==> src/design/ufc_pkg.sv <==
// Shared constants, status codes and result type for the UHF reader frame checker.
`default_nettype none

package ufc_pkg;

	localparam int BYTE_W  = 8;
	localparam int IDX_W   = 16;
	localparam int CNT_W   = 17;
	localparam int STAT_W  = 3;

	localparam logic [BYTE_W-1:0] HDR_MARK = 8'hBB;
	localparam logic [BYTE_W-1:0] END_MARK = 8'h7E;

	// Frame overhead: header, type, command, two length bytes, checksum, end.
	localparam logic [CNT_W:0] MIN_FRAME   = 18'd7;
	localparam logic [CNT_W-1:0] PARAM_START = 17'd5;
	// Last byte position whose parameter index still fits in 16 bits.
	localparam logic [CNT_W-1:0] PARAM_LAST  = 17'h10004;
	localparam logic [CNT_W-1:0] COUNT_MAX   = 17'h1FFFF;

	// Byte positions of the header fields.
	localparam logic [CNT_W-1:0] POS_HDR    = 17'd0;
	localparam logic [CNT_W-1:0] POS_TYPE   = 17'd1;
	localparam logic [CNT_W-1:0] POS_CMD    = 17'd2;
	localparam logic [CNT_W-1:0] POS_LEN_HI = 17'd3;
	localparam logic [CNT_W-1:0] POS_LEN_LO = 17'd4;

	localparam logic KIND_PARAM  = 1'b0;
	localparam logic KIND_STATUS = 1'b1;

	localparam logic [STAT_W-1:0] STAT_OK        = 3'd0;
	localparam logic [STAT_W-1:0] STAT_SHORT     = 3'd1;
	localparam logic [STAT_W-1:0] STAT_BAD_HDR   = 3'd2;
	localparam logic [STAT_W-1:0] STAT_BAD_END   = 3'd3;
	localparam logic [STAT_W-1:0] STAT_LEN_ERR   = 3'd4;
	localparam logic [STAT_W-1:0] STAT_CHECKSUM  = 3'd5;

	typedef struct packed {
		logic              item_kind;
		logic [BYTE_W-1:0] param_byte;
		logic [IDX_W-1:0]  param_index;
		logic [STAT_W-1:0] parse_status;
		logic [BYTE_W-1:0] frame_type;
		logic [BYTE_W-1:0] command;
		logic [IDX_W-1:0]  declared_len;
	} res_t;

endpackage

`default_nettype wire

==> src/design/ufc_check.sv <==
// Frame state registers and the per-byte check and result logic.
`default_nettype none

module ufc_check (
	input  wire logic                       clk,
	input  wire logic                       arst_n,
	input  wire logic                       step,
	input  wire logic [ufc_pkg::BYTE_W-1:0] rx_byte,
	input  wire logic                       buf_last,
	output ufc_pkg::res_t                   res,
	output logic                            emit
);
	import ufc_pkg::*;

	logic [CNT_W-1:0]  byte_count_q;
	logic [BYTE_W-1:0] first_byte_q;
	logic [BYTE_W-1:0] type_q;
	logic [BYTE_W-1:0] command_q;
	logic [IDX_W-1:0]  length_q;
	logic [BYTE_W-1:0] sum_q;
	logic [BYTE_W-1:0] dly0_q;
	logic [BYTE_W-1:0] dly1_q;

	logic [BYTE_W-1:0] first_n;
	logic [BYTE_W-1:0] type_n;
	logic [BYTE_W-1:0] command_n;
	logic [IDX_W-1:0]  length_n;
	logic [BYTE_W-1:0] sum_n;
	logic [CNT_W:0]    total;
	logic [CNT_W-1:0]  rel_idx;
	logic [STAT_W-1:0] status;
	logic              in_params;

	always_comb begin
		first_n   = (byte_count_q == POS_HDR)  ? rx_byte : first_byte_q;
		type_n    = (byte_count_q == POS_TYPE) ? rx_byte : type_q;
		command_n = (byte_count_q == POS_CMD)  ? rx_byte : command_q;
		length_n  = length_q;
		if (byte_count_q == POS_LEN_HI) begin
			length_n = {rx_byte, length_q[BYTE_W-1:0]};
		end else if (byte_count_q == POS_LEN_LO) begin
			length_n = {length_q[IDX_W-1:BYTE_W], rx_byte};
		end
		// The sum trails the input by two bytes so it covers type through parameters.
		sum_n = (byte_count_q >= POS_LEN_HI) ? sum_q + dly1_q : sum_q;

		total = {1'b0, byte_count_q} + 18'd1;
		if (total < MIN_FRAME) begin
			status = STAT_SHORT;
		end else if (first_n != HDR_MARK) begin
			status = STAT_BAD_HDR;
		end else if (rx_byte != END_MARK) begin
			status = STAT_BAD_END;
		end else if (total != MIN_FRAME + {2'b00, length_n}) begin
			status = STAT_LEN_ERR;
		end else if (dly0_q != sum_n) begin
			status = STAT_CHECKSUM;
		end else begin
			status = STAT_OK;
		end

		rel_idx   = byte_count_q - PARAM_START;
		in_params = (byte_count_q >= PARAM_START) && (byte_count_q <= PARAM_LAST);

		res = '0;
		if (buf_last) begin
			emit             = 1'b1;
			res.item_kind    = KIND_STATUS;
			res.parse_status = status;
			res.frame_type   = type_n;
			res.command      = command_n;
			res.declared_len = length_n;
		end else begin
			emit            = in_params;
			res.item_kind   = KIND_PARAM;
			res.param_byte  = rx_byte;
			res.param_index = rel_idx[IDX_W-1:0];
		end
	end

	always_ff @(posedge clk or negedge arst_n) begin
		if (!arst_n) begin
			byte_count_q <= '0;
			first_byte_q <= '0;
			type_q       <= '0;
			command_q    <= '0;
			length_q     <= '0;
			sum_q        <= '0;
			dly0_q       <= '0;
			dly1_q       <= '0;
		end else if (step) begin
			if (buf_last) begin
				// End of buffer: drop all frame state for the next one.
				byte_count_q <= '0;
				first_byte_q <= '0;
				type_q       <= '0;
				command_q    <= '0;
				length_q     <= '0;
				sum_q        <= '0;
				dly0_q       <= '0;
				dly1_q       <= '0;
			end else begin
				if (byte_count_q != COUNT_MAX) begin
					byte_count_q <= byte_count_q + 17'd1;
				end
				first_byte_q <= first_n;
				type_q       <= type_n;
				command_q    <= command_n;
				length_q     <= length_n;
				sum_q        <= sum_n;
				dly0_q       <= rx_byte;
				dly1_q       <= dly0_q;
			end
		end
	end

	a_clear_on_last: assert property (@(posedge clk) disable iff (!arst_n)
		step && buf_last |=> byte_count_q == '0 && sum_q == '0)
		else $error("frame state not cleared after last byte");

	a_no_wrap: assert property (@(posedge clk) disable iff (!arst_n)
		step && !buf_last && byte_count_q == COUNT_MAX |=> byte_count_q == COUNT_MAX)
		else $error("byte count wrapped");

	a_short_status: assert property (@(posedge clk) disable iff (!arst_n)
		buf_last && byte_count_q < 17'd6 |-> status == STAT_SHORT)
		else $error("short buffer not flagged");

endmodule

`default_nettype wire

==> config.mk <==
export PLATFORM = sky130hd
export DESIGN_NAME = ufc_check
export DESIGN_NICKNAME = d
export VERILOG_FILES = /design/src/design/ufc_pkg.sv /design/src/design/ufc_check.sv
export SDC_FILE = /design/constraint.sdc
export NUM_CORES = 1
export LEC_CHECK = 0
export CORE_UTILIZATION = 50
export DETAILED_ROUTE_END_ITERATION = 7
export DONT_BUFFER_PORTS = 1
export GPL_TIMING_DRIVEN = 0
export PLACE_DENSITY_LB_ADDON = 0.12
export RECOVER_POWER = 25
export SKIP_LAST_GASP = 1
export SLEW_MARGIN = 5
export SYNTH_ARGS = -nofsm -noshare
export SYNTH_HDL_FRONTEND = slang
export SYNTH_SLANG_ARGS = --single-unit
==> constraint.sdc <==
create_clock -name clk -period 3.9 [get_ports clk]
set_input_delay 0.195 -clock clk [delete_from_list [all_inputs] [get_ports clk]]
set_output_delay 0.195 -clock clk [all_outputs]
set_load 0.03 [all_outputs]
==> summary.md <==
| Metric | Value |
|---|---|
| Status | `finished, violations left` |
| Violated checks | `capacitance limit, slew limit, setup timing` |
| RSZ-0062 raised after global routing | `yes` |
| Nets | `840` |
| Htree depth | `3` |
| Routed WL | `21.61 mm` |
| Clk buf depth | `2` |
| Syn avg cell area | `8.196 um^2` |
| Routing usage on met1 | `44.28%` |
| Synth warn | `0` |
| Post-synth EDFFs | `0` |
| Final Cycle Share | `112.0%` |
| Crit. End Element | `primary output` |
| Pins Over Slew Limit | `82` |
| CTS Sinks | `81` |
| P per Cell Area | `430.1 mW/mm^2` |
| Antenna violations before repair | `0` |
| Top-area cell type share of the netlist area | `31.46%` |
| Largest net degree at the start of global routing | `82` |
| Vias in the first global route | `5923` |
| Count leader, synth | `dfrtp_1` |
| CTS buffer count | `9` |
| Ant diodes | `0` |
| Root buffer cell | `clkbuf_16` |
| Synth Instances | `786` |
| Post-DP HPWL | `15.43 mm` |
| Main area contributors after synthesis | `dfrtp_1, xnor2_1, nand2_1` |
| WL/cell | `21.83 um` |
| PortBufs | `0` |
| Die X | `115.5 um` |
| Min Tclk post-route | `4.367 ns` |
| Hold crit path type | `primary input to flop` |
| Overflow after GRT | `0` |
| Cell taking the most area after synthesis | `dfrtp_1` |
| Via density | `6.329` |
| Post-DP Area | `0.006669 mm^2` |
| Crit start category | `flop` |
| Ys flop type | `dfrtp_1` |
| Core footprint | `0.01257 mm^2` |
| Share of layout cells above drive strength 1 | `13.69%` |
| Yosys cell types | `76` |
| Final Setup Violations | `2` |
| Slew headroom | `-42.13%` |
| Sequential share of the synthesized area | `31.46%` |
| DRT iter0 DRCs | `592` |
| Fmax | `229.0 MHz` |
| Syn_nets | `813` |
| Ports | `73` |
| Vias | `6266` |
| Final hold vios | `0` |
| Fillers | `1158` |
| All-layer global routing usage | `33.23%` |
| Post-route cell area | `0.007322 mm^2` |
| GRT met3 Usage | `7.427%` |
| Num rows | `41` |
| Final GP Congestion | `0.9584` |
| Setup_tns | `-0.5729 ns` |
| Final setup skew | `0.005873 ns` |
| Seq cells post-synth | `81` |
| Worst-path maximum fanout | `5` |
| Maximum vdd ir drop | `0.2123 mV` |
| Crit Path Class | `flop to primary output` |
| Die Y | `115.5 um` |
| Total iterations of the first detailed-routing run | `5` |
| Clk pin slew, worst setup/hold paths | `0.06 ns` |
| CTS tree | `yes` |
| Most frequent cells after synthesis | `dfrtp_1, nand2_1, inv_1` |
| Area grow syn2layout | `13.65%` |
| Leakage power | `3.042 nW` |
| CP Data Required Time | `3.70 ns` |
| Post-Syn Area | `0.006442 mm^2` |
| Final Power | `0.003149 W` |
| Starting Density | `51.26%` |
| Worst Setup Slack, final | `-0.4669 ns` |
| Max_cap viols | `1` |
| DR DRC count | `0` |
| Die ar. | `0.01334 mm^2` |
| Worst skew pair latency | `0.35 ns` |
| Most used routing layer | `met2` |
| Antenna Nets Post-Route | `0` |
| Global-route wire length before repair | `32.85 mm` |
| Met2 Use GR | `51.14%` |
| Ys async rst share | `100.0%` |
| CP arrival | `4.17 ns` |
| Worst Tran Pin Value | `2.132 ns` |
-- per-layer routing --
layer	routed length (um)	vias up	share of wire [%]
met5	0	-	0
met4	815	0	3.8
met3	1616	63	7.5
met2	9755	287	45
met1	9425	3055	44
li1	-	2861	-
-- per-stage QoR --
stage	instances	util [%]	worst slack, ns	hold WS (ns)
floorplan	786	-	0.003592	-0.1006
global placement	958	53.06	-0.9030	-0.09720
detailed placement	958	53.06	-0.8584	-0.09715
CTS	985	57.64	-0.4253	0.3970
global route	990	58.26	-0.6182	0.4445
finish	990	58.26	-0.4669	0.4111
-- worst paths after layout --
path	from	endpoint	slack (ns)	cells after the start
setup / recovery	byte_count_q[11]	res[32]	-0.47	17
hold / removal	rx_byte[7]	length_q[15]	0.41	3
setup reg to reg	byte_count_q[11]	sum_q[6]	0.80	13
hold reg to reg	first_byte_q[0]	first_byte_q[0]	0.50	1
max in group asynchronous	arst_n	byte_count_q[1]	1.40	2
min in group asynchronous	arst_n	byte_count_q[2]	1.10	2
-- layout by cell type (no fill, tap or decap), types with 20 or more instances in the layout --
cell	Yosys	layout
dfrtp_1	81	78
xor2_1	20	20
nor2_1	44	40
xnor2_1	33	33
clkbuf_1	40	41
inv_1	65	64
a21oi_1	40	39
o21ai_0	37	36
nand2_1	73	71
o22ai_1	42	42
a22oi_1	26	26
-- state kept, by name, summed over array words and instances (netlist names) --
| name | cells |
|---|---|
| dly0_q | 8 |
| length_q | 16 |
| byte_count_q | 17 |
| type_q | 8 |
| dly1_q | 8 |
| first_byte_q | 8 |
| sum_q | 8 |
| command_q | 8 |
-- worst max-delay path: stages, from the launching register on --
cell and delay (ns):
dfrtp_1 0.38, buf_6 0.13, nor4_4 0.29, and4_4 0.32, nand3_4 0.09, buf_8 0.16
mux2i_4 0.19, ha_4 0.23, a211oi_2 0.25, buf_4 0.16, mux2i_4 0.06, nor3_2 0.15
a211oi_2 0.07, a2111oi_4 0.37, o2111ai_2 0.22, a41o_1 0.25, a21bo_1 0.21, a21boi_4 0.28
-- where the power goes --
part | internal (W) | switching [W] | leakage [nW]
clock | 0.000563 | 0.000377 | 0.153
sequential | 0.000965 | 0.000120 | 1.08
combinational | 0.000408 | 0.000716 | 1.80
-- final cells by class --
cell class | count | area [um^2] | area share (%)
clock buffers | 10 | 229.0 | 3.127
multi-input cells | 579 | 4098 | 55.96
plain buffers | 59 | 277.8 | 3.794
repair buffers | 18 | 135.1 | 1.846
inverters | 65 | 246.5 | 3.366
flip-flops and latches | 81 | 2031 | 27.73
well taps | 172 | 215.2 | 2.939
clock inverters | 6 | 90.09 | 1.230
-- logic make-up (layout without fill, tap and decap cells) --
family                     after synthesis  count (layout)  share of synthesized area (%)
xor gates and xnor gates                55              55                          7.827
DFF                                     81              81                          31.46
adders and majority gates               15              15                          3.030
and+or+nand+nor                        256             256                          21.67
buffers and inverters                  126             158                          8.157
AOI/OAI and AO/OA                      235             235                          24.70
muxes                                   18              18                          3.146
-- what timing repair did --
item | CTS | global route
resized for setup | 35 | 27
setup endpoints to repair | 3 | 19
buffers inserted | 10 | 6
pin swaps | 8 | 10
hold buffers | 2 | 0
hold endpoints to repair | 81 | 0
Note: power is estimated with default switching activity, not from simulation.
